$ cat config.mk
export PLATFORM = sky130hd
export DESIGN_NAME = i2c_master_byte_transfer
export DESIGN_NICKNAME = d
export VERILOG_FILES = /design/src/rtl/i2cm_pkg.sv /design/src/rtl/i2cm_front.sv /design/src/rtl/i2cm_queue.sv /design/src/rtl/i2cm_back.sv /design/src/rtl/i2c_master_byte_transfer.sv
export SDC_FILE = /design/constraint.sdc
export NUM_CORES = 1
export LEC_CHECK = 0
export BUFFER_PORTS_ARGS = -buffer_cell sky130_fd_sc_hd__buf_2
export CORE_MARGIN = 5
export CORE_UTILIZATION = 35
export DETAILED_ROUTE_END_ITERATION = 16
export PLACE_DENSITY = 0.52
export SETUP_SLACK_MARGIN = 0.05
export SLEW_MARGIN = 20
export SYNTH_ARGS = -nofsm -noshare
export SYNTH_HDL_FRONTEND = slang
export SYNTH_SLANG_ARGS = --single-unit
$ cat constraint.sdc
create_clock -name clock -period 5.1 [get_ports clock]
set_input_delay 1.02 -clock clock [delete_from_list [all_inputs] [get_ports clock]]
set_output_delay 1.02 -clock clock [all_outputs]
set_load 0.01 [all_outputs]
$ cat src/rtl/i2cm_pkg.sv
package i2cm_pkg;

   // Defaults handed to the top level parameters
   localparam int TIMER_WIDTH_DEFAULT = 16;
   localparam int QUEUE_DEPTH_DEFAULT = 4;

   // Register reset value: ticks per half SCL period
   localparam logic [15:0] HALF_PERIOD_RESET = 16'd500;

   // R/W bit appended to the address for a read
   localparam logic RW_READ = 1'b1;

   // Transfer outcome codes
   localparam logic [1:0] ST_OK   = 2'd0;
   localparam logic [1:0] ST_BUSY = 2'd1;
   localparam logic [1:0] ST_NACK = 2'd2;

   typedef enum logic [1:0] {
      CMD_TICK  = 2'd0,
      CMD_WRITE = 2'd1,
      CMD_READ  = 2'd2,
      CMD_LOAD  = 2'd3
   } cmd_type;

   // Bus engine phases: each bit slot has an edge, low and high part
   typedef enum logic [4:0] {
      PH_IDLE,
      PH_FINAL,
      PH_LOADWAIT,
      PH_TX_EDGE,
      PH_TX_LOW,
      PH_TX_HIGH,
      PH_TXACK_EDGE,
      PH_TXACK_LOW,
      PH_TXACK_HIGH,
      PH_RX_EDGE,
      PH_RX_LOW,
      PH_RX_HIGH,
      PH_MACK_EDGE,
      PH_MACK_LOW,
      PH_MACK_HIGH,
      PH_STOP_EDGE,
      PH_STOP_LOW,
      PH_STOP_HIGH
   } phase_type;

   typedef struct packed {
      cmd_type    command;
      logic [6:0] device_address;
      logic [7:0] byte_count;
      logic [7:0] write_byte;
      logic       scl_level;
      logic       sda_level;
   } req_type;

   typedef struct packed {
      logic       scl_release;
      logic       sda_release;
      logic [7:0] read_byte;
      logic       read_valid;
      logic       byte_request;
      logic       busy_res;
      logic       done_res;
      logic [1:0] status;
   } rsp_type;

   // Classified item as it travels from the front to the bus engine
   typedef struct packed {
      logic       begin_xfer;
      logic       read_xfer;
      logic       load_byte;
      logic [6:0] device_address;
      logic [7:0] byte_count;
      logic [7:0] write_byte;
      logic       scl_level;
      logic       sda_level;
   } entry_type;

endpackage

$ cat src/rtl/i2cm_front.sv
module i2cm_front (
   input  logic               req_valid,
   input  i2cm_pkg::req_type  req_item,
   input  logic               queue_full,
   output logic               req_stall,
   output logic               push,
   output i2cm_pkg::entry_type push_entry
);
   import i2cm_pkg::*;

   // Accept whenever the queue has room
   assign req_stall = queue_full;
   assign push      = req_valid && !queue_full;

   // Classify the command so the engine sees flags only
   always_comb begin
      push_entry                = '0;
      push_entry.device_address = req_item.device_address;
      push_entry.byte_count     = req_item.byte_count;
      push_entry.write_byte     = req_item.write_byte;
      push_entry.scl_level      = req_item.scl_level;
      push_entry.sda_level      = req_item.sda_level;
      case (req_item.command)
         CMD_WRITE: begin
            push_entry.begin_xfer = 1'b1;
         end
         CMD_READ: begin
            push_entry.begin_xfer = 1'b1;
            push_entry.read_xfer  = 1'b1;
         end
         CMD_LOAD: begin
            push_entry.load_byte = 1'b1;
         end
         default: begin
         end
      endcase
   end

endmodule

$ cat src/rtl/i2cm_queue.sv
module i2cm_queue #(
   parameter int DEPTH = i2cm_pkg::QUEUE_DEPTH_DEFAULT
) (
   input  logic                clock,
   input  logic                reset,
   input  logic                push,
   input  i2cm_pkg::entry_type push_entry,
   output logic                full,
   output logic                pop_valid,
   input  logic                pop_stall,
   output i2cm_pkg::entry_type pop_entry
);
   import i2cm_pkg::*;

   localparam int PTR_W = $clog2(DEPTH);
   localparam int CNT_W = $clog2(DEPTH + 1);
   localparam logic [PTR_W-1:0] LAST_PTR = PTR_W'(DEPTH - 1);
   localparam logic [CNT_W-1:0] FULL_CNT = CNT_W'(DEPTH);

   entry_type        mem_ff [DEPTH];
   logic [PTR_W-1:0] wr_ptr_ff, wr_ptr_in;
   logic [PTR_W-1:0] rd_ptr_ff, rd_ptr_in;
   logic [CNT_W-1:0] count_ff, count_in;
   logic             pop;

   assign full      = (count_ff == FULL_CNT);
   assign pop_valid = (count_ff != '0);
   assign pop       = pop_valid && !pop_stall;
   assign pop_entry = mem_ff[rd_ptr_ff];

   // Pointer and fill count bookkeeping
   always_comb begin
      wr_ptr_in = wr_ptr_ff;
      rd_ptr_in = rd_ptr_ff;
      count_in  = count_ff;
      if (push) begin
         wr_ptr_in = (wr_ptr_ff == LAST_PTR) ? '0 : wr_ptr_ff + PTR_W'(1);
      end
      if (pop) begin
         rd_ptr_in = (rd_ptr_ff == LAST_PTR) ? '0 : rd_ptr_ff + PTR_W'(1);
      end
      if (push && !pop) begin
         count_in = count_ff + CNT_W'(1);
      end else if (pop && !push) begin
         count_in = count_ff - CNT_W'(1);
      end
   end

   always_ff @(posedge clock) begin
      if (reset) begin
         wr_ptr_ff <= '0;
         rd_ptr_ff <= '0;
         count_ff  <= '0;
      end else begin
         wr_ptr_ff <= wr_ptr_in;
         rd_ptr_ff <= rd_ptr_in;
         count_ff  <= count_in;
      end
   end

   // Entry storage
   always_ff @(posedge clock) begin
      if (push) begin
         mem_ff[wr_ptr_ff] <= push_entry;
      end
   end

   a_count_bound: assert property (@(posedge clock) disable iff (reset)
      count_ff <= FULL_CNT)
      else $error("queue fill count beyond depth");

   a_count_step: assert property (@(posedge clock) disable iff (reset)
      push && !pop |=> count_ff == $past(count_ff) + CNT_W'(1))
      else $error("queue fill count did not follow a push");

endmodule

$ cat src/rtl/i2cm_back.sv
module i2cm_back #(
   parameter int TIMER_WIDTH = i2cm_pkg::TIMER_WIDTH_DEFAULT
) (
   input  logic                clock,
   input  logic                reset,
   input  logic                csr_we,
   input  logic [15:0]         csr_wdata,
   input  logic                pop_valid,
   output logic                pop_stall,
   input  i2cm_pkg::entry_type pop_entry,
   output logic                rsp_valid,
   input  logic                rsp_stall,
   output i2cm_pkg::rsp_type   rsp_item
);
   import i2cm_pkg::*;

   logic [15:0]            half_ff;
   phase_type              phase_ff, phase_in;
   logic [3:0]             bit_cnt_ff, bit_cnt_in;
   logic [7:0]             bytes_ff, bytes_in;
   logic [7:0]             shift_ff, shift_in;
   logic [TIMER_WIDTH-1:0] timer_ff, timer_in;
   logic [1:0]             status_ff, status_in;
   logic                   reading_ff, reading_in;
   logic [7:0]             held_byte_ff, held_byte_in;
   logic                   held_valid_ff, held_valid_in;
   logic                   scl_ff, scl_in;
   logic                   sda_ff, sda_in;
   logic                   rsp_valid_ff;
   rsp_type                rsp_item_ff, rsp_item_in;
   logic                   take;
   logic                   expired;
   logic                   done;
   logic                   rvalid;
   logic [7:0]             rbyte;
   logic [TIMER_WIDTH-1:0] reload;

   assign reload    = TIMER_WIDTH'(half_ff);
   assign take      = pop_valid && (!rsp_valid_ff || !rsp_stall);
   assign pop_stall = !(!rsp_valid_ff || !rsp_stall);
   assign rsp_valid = rsp_valid_ff;
   assign rsp_item  = rsp_item_ff;

   // One tick of the bus engine
   always_comb begin
      phase_in      = phase_ff;
      bit_cnt_in    = bit_cnt_ff;
      bytes_in      = bytes_ff;
      shift_in      = shift_ff;
      timer_in      = timer_ff;
      status_in     = status_ff;
      reading_in    = reading_ff;
      held_byte_in  = held_byte_ff;
      held_valid_in = held_valid_ff;
      scl_in        = scl_ff;
      sda_in        = sda_ff;
      expired       = 1'b0;
      done          = 1'b0;
      rvalid        = 1'b0;
      rbyte         = '0;

      // Holding register load, ahead of the engine
      if (pop_entry.load_byte) begin
         held_byte_in  = pop_entry.write_byte;
         held_valid_in = 1'b1;
      end

      if (phase_ff == PH_IDLE) begin
         // Start condition only on a free bus
         if (pop_entry.begin_xfer) begin
            if (pop_entry.scl_level && pop_entry.sda_level) begin
               reading_in = pop_entry.read_xfer;
               shift_in   = {pop_entry.device_address,
                             pop_entry.read_xfer ? RW_READ : 1'b0};
               bytes_in   = pop_entry.byte_count;
               bit_cnt_in = '0;
               status_in  = ST_OK;
               scl_in     = 1'b1;
               sda_in     = 1'b0;
               timer_in   = reload;
               phase_in   = PH_TX_EDGE;
            end else begin
               status_in = ST_BUSY;
               done      = 1'b1;
            end
         end
      end else begin
         if (timer_ff != '0) begin
            timer_in = timer_ff - TIMER_WIDTH'(1);
         end
         expired = (timer_in == '0);

         // Next write byte arrives from the holding register
         if (phase_in == PH_LOADWAIT && held_valid_in) begin
            shift_in      = held_byte_in;
            held_valid_in = 1'b0;
            bytes_in      = bytes_in - 8'd1;
            bit_cnt_in    = '0;
            phase_in      = PH_TX_EDGE;
         end

         case (phase_in)
            PH_FINAL: begin
               if (expired) begin
                  scl_in   = 1'b1;
                  sda_in   = 1'b1;
                  phase_in = PH_IDLE;
                  done     = 1'b1;
               end
            end
            // Falling SCL edge: pull SCL low and set up SDA
            PH_TX_EDGE, PH_TXACK_EDGE, PH_RX_EDGE, PH_MACK_EDGE, PH_STOP_EDGE: begin
               if (expired) begin
                  scl_in   = 1'b0;
                  timer_in = reload;
                  case (phase_in)
                     PH_TX_EDGE: begin
                        sda_in   = shift_in[7];
                        phase_in = PH_TX_LOW;
                     end
                     PH_TXACK_EDGE: begin
                        sda_in   = 1'b1;
                        phase_in = PH_TXACK_LOW;
                     end
                     PH_RX_EDGE: begin
                        sda_in   = 1'b1;
                        phase_in = PH_RX_LOW;
                     end
                     PH_MACK_EDGE: begin
                        sda_in   = (bytes_in == '0);
                        phase_in = PH_MACK_LOW;
                     end
                     default: begin
                        sda_in   = 1'b0;
                        phase_in = PH_STOP_LOW;
                     end
                  endcase
               end
            end
            // Low half over: release SCL
            PH_TX_LOW, PH_TXACK_LOW, PH_RX_LOW, PH_MACK_LOW, PH_STOP_LOW: begin
               if (expired) begin
                  scl_in   = 1'b1;
                  timer_in = reload;
                  case (phase_in)
                     PH_TX_LOW:    phase_in = PH_TX_HIGH;
                     PH_TXACK_LOW: phase_in = PH_TXACK_HIGH;
                     PH_RX_LOW:    phase_in = PH_RX_HIGH;
                     PH_MACK_LOW:  phase_in = PH_MACK_HIGH;
                     default:      phase_in = PH_STOP_HIGH;
                  endcase
               end
            end
            // High half: wait out clock stretching, then sample
            PH_TX_HIGH: begin
               if (pop_entry.scl_level) begin
                  if (pop_entry.sda_level != shift_in[7]) begin
                     // arbitration lost
                     status_in = ST_BUSY;
                     if (reading_ff) begin
                        phase_in = PH_STOP_EDGE;
                     end else begin
                        scl_in   = 1'b1;
                        sda_in   = 1'b1;
                        phase_in = PH_IDLE;
                        done     = 1'b1;
                     end
                  end else begin
                     shift_in   = {shift_in[6:0], 1'b0};
                     bit_cnt_in = bit_cnt_in + 4'd1;
                     phase_in   = (bit_cnt_in >= 4'd8) ? PH_TXACK_EDGE : PH_TX_EDGE;
                  end
               end
            end
            PH_TXACK_HIGH: begin
               if (pop_entry.scl_level) begin
                  if (pop_entry.sda_level) begin
                     // slave NACK
                     status_in = ST_NACK;
                     if (reading_ff) begin
                        phase_in = PH_STOP_EDGE;
                     end else begin
                        scl_in   = 1'b1;
                        sda_in   = 1'b1;
                        phase_in = PH_IDLE;
                        done     = 1'b1;
                     end
                  end else if (bytes_in == '0) begin
                     phase_in = PH_STOP_EDGE;
                  end else if (reading_ff) begin
                     bit_cnt_in = '0;
                     phase_in   = PH_RX_EDGE;
                  end else begin
                     phase_in = PH_LOADWAIT;
                  end
               end
            end
            PH_RX_HIGH: begin
               if (pop_entry.scl_level) begin
                  shift_in   = {shift_in[6:0], pop_entry.sda_level};
                  bit_cnt_in = bit_cnt_in + 4'd1;
                  if (bit_cnt_in >= 4'd8) begin
                     rvalid   = 1'b1;
                     rbyte    = shift_in;
                     bytes_in = bytes_in - 8'd1;
                     phase_in = PH_MACK_EDGE;
                  end else begin
                     phase_in = PH_RX_EDGE;
                  end
               end
            end
            PH_MACK_HIGH: begin
               if (pop_entry.scl_level) begin
                  bit_cnt_in = '0;
                  phase_in   = (bytes_in != '0) ? PH_RX_EDGE : PH_STOP_EDGE;
               end
            end
            PH_STOP_HIGH: begin
               if (pop_entry.scl_level) begin
                  phase_in = PH_FINAL;
               end
            end
            default: begin
            end
         endcase
      end

      // Result item from the state after the tick
      rsp_item_in.scl_release  = scl_in;
      rsp_item_in.sda_release  = sda_in;
      rsp_item_in.read_byte    = rbyte;
      rsp_item_in.read_valid   = rvalid;
      rsp_item_in.byte_request = (phase_in != PH_IDLE) && !reading_in &&
                                 (bytes_in != '0) && !held_valid_in;
      rsp_item_in.busy_res     = (phase_in != PH_IDLE);
      rsp_item_in.done_res     = done;
      rsp_item_in.status       = status_in;
   end

   // Engine state
   always_ff @(posedge clock) begin
      if (reset) begin
         phase_ff      <= PH_IDLE;
         bit_cnt_ff    <= '0;
         bytes_ff      <= '0;
         shift_ff      <= '0;
         timer_ff      <= '0;
         status_ff     <= ST_OK;
         reading_ff    <= 1'b0;
         held_valid_ff <= 1'b0;
         scl_ff        <= 1'b1;
         sda_ff        <= 1'b1;
      end else if (take) begin
         phase_ff      <= phase_in;
         bit_cnt_ff    <= bit_cnt_in;
         bytes_ff      <= bytes_in;
         shift_ff      <= shift_in;
         timer_ff      <= timer_in;
         status_ff     <= status_in;
         reading_ff    <= reading_in;
         held_valid_ff <= held_valid_in;
         scl_ff        <= scl_in;
         sda_ff        <= sda_in;
      end
   end

   always_ff @(posedge clock) begin
      if (take) begin
         held_byte_ff <= held_byte_in;
      end
   end

   // Half period register
   always_ff @(posedge clock) begin
      if (reset) begin
         half_ff <= HALF_PERIOD_RESET;
      end else if (csr_we) begin
         half_ff <= csr_wdata;
      end
   end

   // Output register
   always_ff @(posedge clock) begin
      if (reset) begin
         rsp_valid_ff <= 1'b0;
      end else if (take) begin
         rsp_valid_ff <= 1'b1;
      end else if (!rsp_stall) begin
         rsp_valid_ff <= 1'b0;
      end
   end

   always_ff @(posedge clock) begin
      if (take) begin
         rsp_item_ff <= rsp_item_in;
      end
   end

   a_done_idle: assert property (@(posedge clock) disable iff (reset)
      rsp_valid_ff && rsp_item_ff.done_res |-> !rsp_item_ff.busy_res)
      else $error("transfer end reported while still busy");

   a_read_busy: assert property (@(posedge clock) disable iff (reset)
      rsp_valid_ff && rsp_item_ff.read_valid |->
         rsp_item_ff.busy_res && !rsp_item_ff.done_res)
      else $error("received byte outside a running transfer");

   a_bit_count: assert property (@(posedge clock) disable iff (reset)
      bit_cnt_ff <= 4'd8)
      else $error("bit counter ran past a byte");

   a_read_no_load: assert property (@(posedge clock) disable iff (reset)
      !(reading_ff && phase_ff == PH_LOADWAIT))
      else $error("read transfer waiting for a write byte");

endmodule

$ cat src/rtl/i2c_master_byte_transfer.sv
// Result path: an accepted item is written into the queue, then one engine tick takes it into the
// output register, where its result is offered; a stall on the result side delays it.
// Throughput: one item per cycle while the queue has room; the bus engine executes one tick per cycle
// unless the output is stalled, and the QUEUE_DEPTH entry queue absorbs stalls on the result side.
// Reset (synchronous, active high): engine idle, SCL and SDA released, status success,
// holding register empty, queue empty, half period 500 ticks.
module i2c_master_byte_transfer #(
   parameter int TIMER_WIDTH = i2cm_pkg::TIMER_WIDTH_DEFAULT,
   parameter int QUEUE_DEPTH = i2cm_pkg::QUEUE_DEPTH_DEFAULT
) (
   input  logic              clock,
   input  logic              reset,
   input  logic              csr_we,
   input  logic [15:0]       csr_wdata,
   input  logic              req_valid,
   output logic              req_stall,
   input  i2cm_pkg::req_type req_item,
   output logic              rsp_valid,
   input  logic              rsp_stall,
   output i2cm_pkg::rsp_type rsp_item
);
   import i2cm_pkg::*;

   logic      queue_full;
   logic      push;
   entry_type push_entry;
   logic      pop_valid;
   logic      pop_stall;
   entry_type pop_entry;

   // Front: accept and classify items
   i2cm_front u_front (
      .req_valid  (req_valid),
      .req_item   (req_item),
      .queue_full (queue_full),
      .req_stall  (req_stall),
      .push       (push),
      .push_entry (push_entry)
   );

   // Queue between front and engine
   i2cm_queue #(
      .DEPTH (QUEUE_DEPTH)
   ) u_queue (
      .clock      (clock),
      .reset      (reset),
      .push       (push),
      .push_entry (push_entry),
      .full       (queue_full),
      .pop_valid  (pop_valid),
      .pop_stall  (pop_stall),
      .pop_entry  (pop_entry)
   );

   // Back: bus engine and output register
   i2cm_back #(
      .TIMER_WIDTH (TIMER_WIDTH)
   ) u_back (
      .clock     (clock),
      .reset     (reset),
      .csr_we    (csr_we),
      .csr_wdata (csr_wdata),
      .pop_valid (pop_valid),
      .pop_stall (pop_stall),
      .pop_entry (pop_entry),
      .rsp_valid (rsp_valid),
      .rsp_stall (rsp_stall),
      .rsp_item  (rsp_item)
   );

endmodule
==> reports/metrics.csv, run 1 <==
stage;metric;value;unit
status;outcome;complete, no violations;
die;Rows;63;
critical_path;Critical Path AT;4.42;ns
layout;share of layout cells above drive strength 1;19.2;%
routing;drt via density;5.51;
global_route;Total GRT Usage;15.2;%
critical_path;WP buf/inv;0;
clock_network;worst skew pair latency;0.52;ns
routing;total wire length;26.3;mm
die;core area;29700;um2
critical_path;delay-heaviest family, CP;simple AND/OR/NAND/NOR gates;
routing;met3 WL;1.34;mm
placed_design;placed insts;1356;
die;Die Height;184;um
clock_network;Root Buffer Master;clkbuf_16;
flow_run;max_cap viols;0;
sta;Post-Route Skew;0.0147;ns
layout;Non-Filler Instances;1398;
global_route;initial antenna violation count;0;
routing;DR vias;7697;
synthesis;Synth cell types;84;
clock_network;CTS resizes;0;
synthesis;Mapped Area;10600;um2
synthesis;Post-synth ARST share;0;%
critical_path;CP Capture Type;flip-flop;
sta;Relative slew margins;32.7;%
clock_network;Worst-path clk slew;0.06;ns
synthesis;Syn Nets;1015;
die;Die Wd;184;um
pwr;PD cells;646;nW/um2
critical_path;Worst setup SP type;flip-flop;
pwr;Pleak;0.00431;uW
sta;Setup WS post-layout;0.933;ns
layout;Syn-to-layout area delta;13.7;%
clock_network;Hold-fix buffers, CTS;0;
routing;DRC Markers;0;
synthesis;Post-synth EDFFs;136;
clock_network;postcts setup bufs;0;
global_route;GRT overflow;0;
synthesis;post-synthesis cell count;953;
placed_design;Port-buffer cells;65;
sta;endpoints failing hold;0;
critical_path;biggest cell delay along the critical path;0.73;ns
synthesis;syn_area_per_cell;11.1;um2
sta;Achievable Freq;240;MHz
sta;Slew Viols, Final;0;
placed_design;Post-DP HPWL;17.8;mm
pwr;VDD IR-drop max;286;uV
sta;fin crit share;81.7;%
clock_network;CTS tree;built;
synthesis;ranking of synthesized cells by area;edfxtp_1, dfxtp_1, mux4_2;
routing;Top Layer Used;met4;
clock_network;Num Clock Sinks;209;
sta;Worst Max-Slew Pin Slew;1.01;ns
layout;final core occ;40.5;%
layout;final net count;1053;
routing;DRT met1 WL;12.5;mm
routing;wire per inst;18.8;um
critical_path;Data required, critical path;5.35;ns
sta;RSZ-0062 raised after global routing;no;
critical_path;critical path fanouts, max;10;
critical_path;CP cell instances;nor4_4 > nand2_1 > or4b_2 > a221o_1 > or3_1 > mux2i_1 > o32a_2 > nor4_2 > a41oi_2;
hold_path;class of the worst hold path;flip-flop to flip-flop;
clock_network;clock buffer count from CTS;23;
synthesis;Synth Warn #;0;
placed_design;gp weighted congestion;0.913;
die;io pins;66;
sta;post-layout minimum cycle time;4.17;ns
clock_network;Clock Path Buffers;3;
synthesis;Synth top area share;38.6;%
synthesis;sequential element share of the synthesized area;52.4;%
global_route;pin count of the biggest net entering global routing;63;
synthesis;most common flop cell mapped by yosys;edfxtp_1;
routing;drt pass-1 iters;5;
critical_path;Crit Path Class;flip-flop to flip-flop;
clock_network;H-tree depth;1;
routing;Starting DRT DRC Count;639;
synthesis;top cells by count, synth;edfxtp_1, nor2_1, nand2_1, dfxtp_1, clkbuf_1;
synthesis;top-count cell post-synth;edfxtp_1;
layout;ant diodes;0;
placed_design;worst slack at placement;0.963;ns
sta;WHS;0.470;ns
critical_path;crit path max-delay cell type;or4b_2;
die;DIE AREA;33800;um2
global_route;first-pass GRT wire length;41.5;mm
sta;Setup TNS;0;ns
global_route;vias in the first global route;7393;
die;Initial Utilization;35.6;%
sta;Final Setup Violations;0;
synthesis;Yosys top cell by area;edfxtp_1;
routing;metal2 WL;12.0;mm
routing;post-route antenna net violation count;0;
synthesis;post-synthesis register bit count;209;
==> worst min-delay path, delay by kind of cell, from the launching register on <==
family / cells / cell delay [ns]
and+or+nand+nor: 1 / 0.05
AOI/OAI and AO/OA: 1 / 0.05
DFF: 1 / 0.32
==> metal layers <==
layer,track usage [%],up-vias
met4,3.31,0
li1,-,3692
met2,24.0,187
met3,2.37,31
met5,0,-
met1,22.1,3787
==> power breakdown <==
part	internal, uW	switching [uW]
clock network	1050	670
registers	2190	287
logic	1400	2180
total	4640	3130
==> registers in the layout, summed over array words and instances, names as in the netlist, 3 cells and up, named ones only <==
name                 flops
u_back.bit_cnt_ff        4
u_back.shift_ff          8
u_back.bytes_ff          8
u_back.phase_ff          5
u_back.timer_ff         16
u_back.half_ff          16
u_queue.mem_ff         112
u_queue.count_ff         3
u_back.rsp_item         16
u_back.held_byte_ff      8
==> kinds of logic (layout without fill, tap and decap cells) <==
| group | after synthesis | after routing | synth area share, % |
|---|---|---|---|
| xor+xnor | 11 | 11 | 0.911 |
| compound gates | 225 | 225 | 14.7 |
| buf+inv | 95 | 150 | 3.73 |
| flops | 209 | 209 | 52.4 |
| simple gates | 311 | 311 | 14.6 |
| fa+ha+maj | 14 | 14 | 1.73 |
| mux | 88 | 88 | 11.9 |
==> final cells by class <==
type	count	area, um2
clock buffer	29	608
clock inverter	13	180
fill	2886	17700
inverter	25	93.8
multi-input combinational	649	4650
sequential	209	5550
tap	390	488
timing repair buffer	83	460
==> worst paths after layout <==
path	depth (start not counted)	from	end	slack, ns
setup / recovery	9	u_back.timer_ff[2]	u_back.rsp_item[4]	0.93
hold / removal	2	u_back.shift_ff[6]	u_back.shift_ff[6]	0.47
setup reg to reg	9	u_back.timer_ff[2]	u_back.rsp_item[4]	0.93
hold reg to reg	2	u_back.shift_ff[6]	u_back.shift_ff[6]	0.47
==> placed cells by master, fill, tap and decap left out, types with 11 or more instances in the layout <==
| cell | netlist | layout |
|---|---|---|
| nand4_1 | 11 | 11 |
| mux2i_1 | 38 | 38 |
| a31oi_1 | 11 | 11 |
| or3_1 | 16 | 16 |
| a211oi_1 | 18 | 18 |
| edfxtp_1 | 136 | 136 |
| ha_1 | 13 | 13 |
| buf_4 | 1 | 18 |
| nand3_1 | 24 | 24 |
| nor2_1 | 97 | 97 |
| mux2_2 | 19 | 19 |
| inv_1 | 25 | 24 |
| clkbuf_16 | 0 | 23 |
| a21oi_1 | 53 | 52 |
| o211ai_1 | 11 | 11 |
| dfxtp_1 | 73 | 72 |
| mux4_2 | 28 | 28 |
| nand2_1 | 75 | 75 |
| nor3_1 | 26 | 26 |
| o21ai_0 | 40 | 40 |
| buf_2 | 3 | 65 |
==> stage by stage <==
stage	area (um2)	total power, uW
2_1_floorplan	10600	5180
3_3_place_gp	11200	6080
3_5_place_dp	11200	6070
4_1_cts	12000	7830
5_1_grt	12000	8320
6_report	12000	7770
Power figures use the tool's default switching activity.
==> run 2: changes to the inputs <==
Settings changed: ABC_AREA from default to 1, PLACE_DENSITY 0.52 to 0.54.
Clock period 5.1 ns to 3.7 ns, I/O delays scaled along.
==> run 2 against run 1 <==
- clock skew is 0.0012 ns lower
- critical endpoint unchanged
- global-route usage is 1.8 points higher
- worst hold slack worse by 0.062 ns
- cell area is 5.5% higher
- final cell count is 32% higher
- sequential share of layout area is 2.4 points lower
- clock power is 51% higher
- sequential cell count stayed put
- clock-buffer cell count is 3 lower
- synthesized cell count is 42% higher
- register-to-register slack worse by 0.43 ns
- area after synthesis is 4.2% higher
==> reports/metrics.csv, run 2 <==
stage;metric;value;unit
placed_design;Port-buffer cells;65;
synthesis;post-synthesis cell count;1356;
pwr;Sw Share;44.4;%
synthesis;Synth cell types;47;
synthesis;Synth top area share;37.0;%
routing;wire per inst;16.4;um
global_route;initial antenna violation count;0;
die;core area;31300;um2
synthesis;syn_area_per_cell;8.13;um2
clock_network;worst skew pair latency;0.55;ns
synthesis;top cells by count, synth;nand2_1, nor2_1, edfxtp_1, inv_1, o21ai_0;
sta;Setup TNS;0;ns
flow_run;max_cap viols;0;
sta;post-layout minimum cycle time;3.19;ns
global_route;pin count of the biggest net entering global routing;55;
synthesis;sequential element share of the synthesized area;50.3;%
synthesis;post-synthesis register bit count;209;
hold_path;class of the worst hold path;input port to flip-flop;
critical_path;WP buf/inv;2;
sta;Post-Route Skew;0.0135;ns
pwr;Psw;4980;uW
critical_path;CP most frequent cell;nand2_1;
global_route;vias in the first global route;9002;
clock_network;Hold-fix buffers, CTS;0;
synthesis;Syn Nets;1418;
synthesis;Mapped Area;11000;um2
die;DIE AREA;35200;um2
clock_network;Root Buffer Master;clkbuf_16;
sta;Final Setup Violations;0;
pwr;Flop pwr share;29.3;%
clock_network;postcts setup bufs;0;
routing;drt via density;5.01;
die;Initial Utilization;35.2;%
pwr;Tot Pwr;11200;uW
routing;DRC Markers;0;
synthesis;most common flop cell mapped by yosys;edfxtp_1;
die;Die Wd;187;um
global_route;first-pass GRT wire length;48.7;mm
clock_network;CTS tree;built;
die;Rows;65;
critical_path;Worst setup SP type;flip-flop;
sta;Worst Max-Slew Pin Slew;0.946;ns
pwr;internal power;6230;uW
die;Die Height;187;um
critical_path;reg-to-reg slack, setup;0.51;ns
sta;Slew Viols, Final;0;
clock_network;H-tree depth;1;
pwr;Pleak;0.00537;uW
layout;max reg flops;112;
sta;RSZ-0062 raised after global routing;no;
global_route;GRT overflow;0;
sta;fin crit share;86.3;%
critical_path;Data required, critical path;4.01;ns
critical_path;Crit Path Class;flip-flop to flip-flop;
critical_path;crit path max-delay cell type;ha_1;
layout;final net count;1483;
synthesis;Synth Warn #;0;
clock_network;Worst-path clk slew;0.06;ns
routing;drt pass-1 iters;5;
critical_path;CP cell instances;inv_1 > ha_1 > nand2_4 > nor2_8 > nand2_4 > nand2_1 > nand4_1 > nor2_1 > nand3_1 > nand2_1 > o21ai_1 > nand2_1 > nand4_1 > nor2_1 > nand3_2 > nand2_1 > inv_1;
placed_design;Post-DP HPWL;21.4;mm
clock_network;clock buffer count from CTS;24;
critical_path;critical path fanouts, max;19;
pwr;PD cells;883;nW/um2
die;io pins;66;
layout;most flop-heavy register;u_queue.mem_ff;
pwr;VDD IR-drop max;412;uV
synthesis;Yosys top cell by area;edfxtp_1;
layout;commonest non-fill, non-tap cell in the layout;nand2_1;
layout;Syn-to-layout area delta;15.2;%
sta;Achievable Freq;313;MHz
synthesis;Post-synth EDFFs;136;
layout;ant diodes;0;
layout;share of layout cells above drive strength 1;14.2;%
critical_path;Critical Path AT;3.50;ns
sta;endpoints failing hold;0;
routing;post-route antenna net violation count;0;
routing;total wire length;30.2;mm
routing;DR vias;9225;
routing;Starting DRT DRC Count;485;
clock_network;CTS resizes;0;
pwr;Gate power share;47.5;%
critical_path;CP Capture Type;flip-flop;
clock_network;Clock Path Buffers;3;
sta;Relative slew margins;36.5;%
pwr;clock power share;23.2;%
clock_network;Num Clock Sinks;209;
synthesis;Post-synth ARST share;0;%
critical_path;biggest cell delay along the critical path;0.37;ns
synthesis;ranking of synthesized cells by area;edfxtp_1, dfxtp_1, nand2_1;
layout;most frequent cells in the layout;nand2_1, nor2_1, edfxtp_1, inv_1, o21ai_0;
critical_path;delay-heaviest family, CP;simple AND/OR/NAND/NOR gates;
synthesis;top-count cell post-synth;nand2_1;
status;outcome;complete, no violations;
global_route;Total GRT Usage;17.0;%
placed_design;gp weighted congestion;0.948;
-- run 2: final timing paths --
path                                          from               endpoint  depth (start not counted)
worst max-delay path            u_back.timer_ff[0]     u_back.rsp_item[4]                         17
worst min-delay path                  req_item[20]  u_queue.mem_ff[2][20]                          1
worst max register to register  u_back.timer_ff[0]     u_back.rsp_item[4]                         17
worst min register to register   u_back.half_ff[6]      u_back.half_ff[6]                          2
-- run 2: layout make-up --
type | instances | area (um2)
inverter | 141 | 532
clock inverter | 17 | 268
tap | 402 | 503
fill | 3202 | 18600
multi-input combinational | 955 | 4730
clock buffer | 26 | 608
timing repair buffer | 90 | 513
sequential | 209 | 5550
-- run 2: layer usage --
layer | vias to the layer above | track usage, % | part of all wire, %
met5 | - | 0 | 0
met4 | 0 | 4.86 | 2.5
met3 | 53 | 2.66 | 3.9
met2 | 158 | 28.7 | 48
met1 | 4324 | 22.6 | 46
li1 | 4690 | - | -
-- run 2: cell families after synthesis --
group                    share of synthesized area [%]
adder cells (fa/ha/maj)                           1.66
flip-flops                                        50.3
AND/OR/NAND/NOR                                   25.8
buffers and inverters                             7.06
XOR/XNOR                                         0.704
multiplexers                                     0.363
AO/OA/AOI/OAI                                     14.1
-- run 2: worst reg2reg max path, cell delays in order, from the launching register on --
cell and delay (ns):
dfxtp_1 0.32, inv_1 0.20, ha_1 0.37, nand2_4 0.14, nor2_8 0.16, nand2_4 0.16
nand2_1 0.24, nand4_1 0.13, nor2_1 0.22, nand3_1 0.24, nand2_1 0.13, o21ai_1 0.07
nand2_1 0.08, nand4_1 0.14, nor2_1 0.16, nand3_2 0.10, nand2_1 0.07, inv_1 0.03
-- run 2: power by group through the flow --
stage               combinational, uW  clock, uW  sequential [uW]
global route                     6010       2780             3340
CTS                              5360       2670             3290
detailed placement               5340          0             3340
global placement                 5340          0             3340
floorplan                        3850          0             3290
finish                           5330       2600             3290
-- run 2: per-stage QoR --
step	hold slack, ns	instances	area, um2	utilization (%)	worst slack, ns
6_report	0.408	1840	12700	40.6	0.507
5_1_grt	0.397	1840	12700	40.6	0.256
4_1_cts	0.378	1840	12700	40.6	0.507
3_5_place_dp	0.448	1797	11800	37.8	0.507
3_3_place_gp	0.449	1797	11800	37.8	0.467
2_1_floorplan	0.429	1356	11000	-	1.07
==> run 3: changes to the inputs <==
Settings changed: SYNTH_HIERARCHICAL from default to 1.
==> run 3 against run 2 <==
- sequential share of layout area grew 0.45 points
- fmax shrank 6.4%
- die area grew 1.3%
- clock-buffer cell count grew 12
- utilization shrank 0.72 points
- global-route usage shrank 1.1 points
- first-iteration DRC count grew 49%
- combinational power shrank 2%
- sequential cell count is the same
- largest power group unchanged
- highest routed layer unchanged
==> reports/metrics.csv, run 3 <==
stage;metric;value;unit
layout;post-route design area;12600;um2
routing;wire per inst;16.1;um
synthesis;Synth top area share;36.5;%
sta;Relative slew margins;26.2;%
layout;final net count;1429;
sta;Final Setup Violations;0;
placed_design;Post-DP HPWL;19.7;mm
clock_network;Clock Path Buffers;3;
layout;Syn-to-layout area delta;12.5;%
pwr;PD cells;878;nW/um2
synthesis;main combinational cell family by area after synthesis;simple AND/OR/NAND/NOR gates;
critical_path;Worst setup SP type;flip-flop;
synthesis;mux contribution to synthesized area;0;%
pwr;Flop pwr share;29.9;%
synthesis;Yosys top cell by area;edfxtp_1;
die;DIE AREA;35600;um2
layout;most frequent cells in the layout;nand2_1, nor2_1, edfxtp_1, inv_1, o21ai_0;
synthesis;Post-synth EDFFs;136;
die;Rows;65;
routing;total wire length;28.8;mm
critical_path;CP most frequent cell;nor2_1;
die;io pins;66;
synthesis;most common flop cell mapped by yosys;edfxtp_1;
pwr;internal power;6190;uW
sta;Slew Viols, Final;0;
pwr;clock power share;22.8;%
synthesis;Adder-Cell Fraction of Synth Area;1.63;%
synthesis;Post-synth ARST share;0;%
critical_path;biggest cell delay along the critical path;0.86;ns
clock_network;Num Clock Sinks;209;
routing;met3 WL;1.43;mm
global_route;vias in the first global route;8857;
critical_path;CP Capture Type;flip-flop;
pwr;Sw Share;43.9;%
layout;commonest non-fill, non-tap cell in the layout;nand2_1;
routing;DRC Markers;0;
clock_network;worst skew pair latency;0.54;ns
synthesis;Post-Synth Simple-Gate Area;25.2;%
global_route;GRT overflow;0;
die;core area;31600;um2
routing;DR vias;9023;
routing;post-route antenna net violation count;0;
layout;share of layout cells above drive strength 1;15.8;%
synthesis;syn_area_per_cell;8.42;um2
die;Initial Utilization;35.4;%
pwr;Psw;4850;uW
synthesis;Mapped Area;11200;um2
global_route;pin count of the biggest net entering global routing;47;
layout;max reg flops;112;
clock_network;Worst-path clk slew;0.06;ns
synthesis;sequential element share of the synthesized area;49.6;%
routing;metal2 WL;13.5;mm
sta;Post-Route Skew;0.00865;ns
sta;RSZ-0062 raised after global routing;no;
critical_path;Worst R2R Path Depth;16;
pwr;VDD IR-drop max;405;uV
placed_design;area of placed instances;11700;um2
pwr;Pleak;0.00526;uW
synthesis;ranking of synthesized cells by area;edfxtp_1, dfxtp_1, nand2_1;
critical_path;critical path fanouts, max;42;
synthesis;xor and xnor area share after synthesis;0.470;%
sta;endpoints failing hold;0;
placed_design;gp weighted congestion;1.00;
synthesis;Synth Warn #;6;
synthesis;top-count cell post-synth;nand2_1;
global_route;initial antenna violation count;0;
critical_path;CP cell instances;inv_2 > buf_4 > o21ai_0 > o22ai_1 > buf_4 > nand3_1 > inv_1 > nor2_1 > a22oi_1 > nand2_1 > nor2_1 > nand3_1 > nor2_1 > nand2_1 > nand2_1 > nor2_1;
routing;Top Layer Used;met4;
layout;ant diodes;0;
layout;final core occ;39.8;%
clock_network;Root Buffer Master;clkbuf_16;
clock_network;H-tree depth;1;
pwr;Gate power share;47.3;%
synthesis;post-synthesis register bit count;209;
clock_network;CTS tree;built;
hold_path;class of the worst hold path;input port to flip-flop;
layout;number of fill cells;3243;
critical_path;Data required, critical path;4.10;ns
synthesis;post-synthesis cell count;1327;
routing;DRT met1 WL;13.2;mm
critical_path;crit path max-delay cell type;nor2_1;
flow_run;max_cap viols;0;
die;Die Height;189;um
global_route;Total GRT Usage;15.8;%
routing;drt pass-1 iters;5;
sta;Achievable Freq;293;MHz
sta;Worst Max-Slew Pin Slew;1.10;ns
critical_path;Critical Path AT;3.81;ns
placed_design;Port-buffer cells;65;
die;Die Wd;189;um
critical_path;Crit Path Class;flip-flop to flip-flop;
routing;Starting DRT DRC Count;723;
synthesis;Synth cell types;49;
sta;post-layout minimum cycle time;3.41;ns
synthesis;top cells by count, synth;nand2_1, nor2_1, edfxtp_1, inv_1, o21ai_0;
layout;most flop-heavy register;u_queue/mem_ff;
synthesis;compound-gate portion of the synthesized area;14.3;%
hold_path;worst hold stages;3;
clock_network;clock buffer count from CTS;25;
status;outcome;complete, no violations;
sta;Setup TNS;0;ns
global_route;first-pass GRT wire length;46.7;mm
sta;fin crit share;92.2;%
synthesis;Syn Nets;1389;
routing;drt via density;5.05;
==> run 3: worst paths after layout <==
check	start	to	slack (ns)
max reg2reg	flip-flop	u_back/rsp_item[4]	0.29
min	csr_wdata[5]	u_back/half_ff[5]	0.41
max	flip-flop	u_back/rsp_item[4]	0.29
min reg2reg	u_back/shift_ff[0]	u_back/shift_ff[0]	0.46
==> run 3: logic make-up (layout without fill, tap and decap cells) <==
logic type,after synthesis,count (layout)
compound gates,255,256
buf+inv,203,261
flops,209,209
xor+xnor,6,6
simple gates,640,640
fa+ha+maj,14,14
==> run 3: final cells by class <==
cell class / count / area (um2) / area share, %
Clock buffer: 38 / 724 / 5.76
Inverter: 127 / 484 / 3.85
Tap cell: 402 / 503 / 4.00
Sequential cell: 209 / 5550 / 44.1
Multi-Input combinational cell: 916 / 4690 / 37.3
Clock inverter: 8 / 128 / 1.02
Timing Repair Buffer: 88 / 498 / 3.96
==> run 3: power by group through the flow <==
stage	Sequential, uW	Clock (uW)	Combinational, uW
after floorplan	3310	0	3880
after global placement	3360	0	5090
after detailed placement	3350	0	5140
after CTS	3310	2590	5160
after global routing	3360	2700	5860
final	3300	2520	5220
==> run 3: critical path: cells and delay by family, from the launching register on <==
family / cells / cell delay, ns
AO/OA/AOI/OAI: 3 / 0.50
flip-flops: 1 / 0.48
AND/OR/NAND/NOR: 9 / 1.55
buffers and inverters: 4 / 0.73
==> run 3: through the flow <==
stage                     instances  hold slack (ns)  power [uW]  setup WS (ns)
final                          1788            0.410       11000          0.290
after global routing           1788            0.398       11900         0.0895
after CTS                      1785            0.389       11100         0.0646
after detailed placement       1739            0.452        8490          0.102
after global placement         1739            0.450        8450          0.211
after floorplan                1327            0.440        7190          0.519
==> run 3: layer usage <==
metal / GRT usage (%) / up-vias
met3: 2.59 / 53
met4: 4.06 / 0
met1: 21.2 / 4220
li1: - / 4533
met2: 26.9 / 217
met5: 0 / -
==> run 3: what timing repair did <==
action,in CTS,in global routing
endpoints found under the hold margin,0,0
endpoints found under the setup margin,0,19
buffers inserted,0,2
gates resized for setup,0,5
hold buffers,0,0
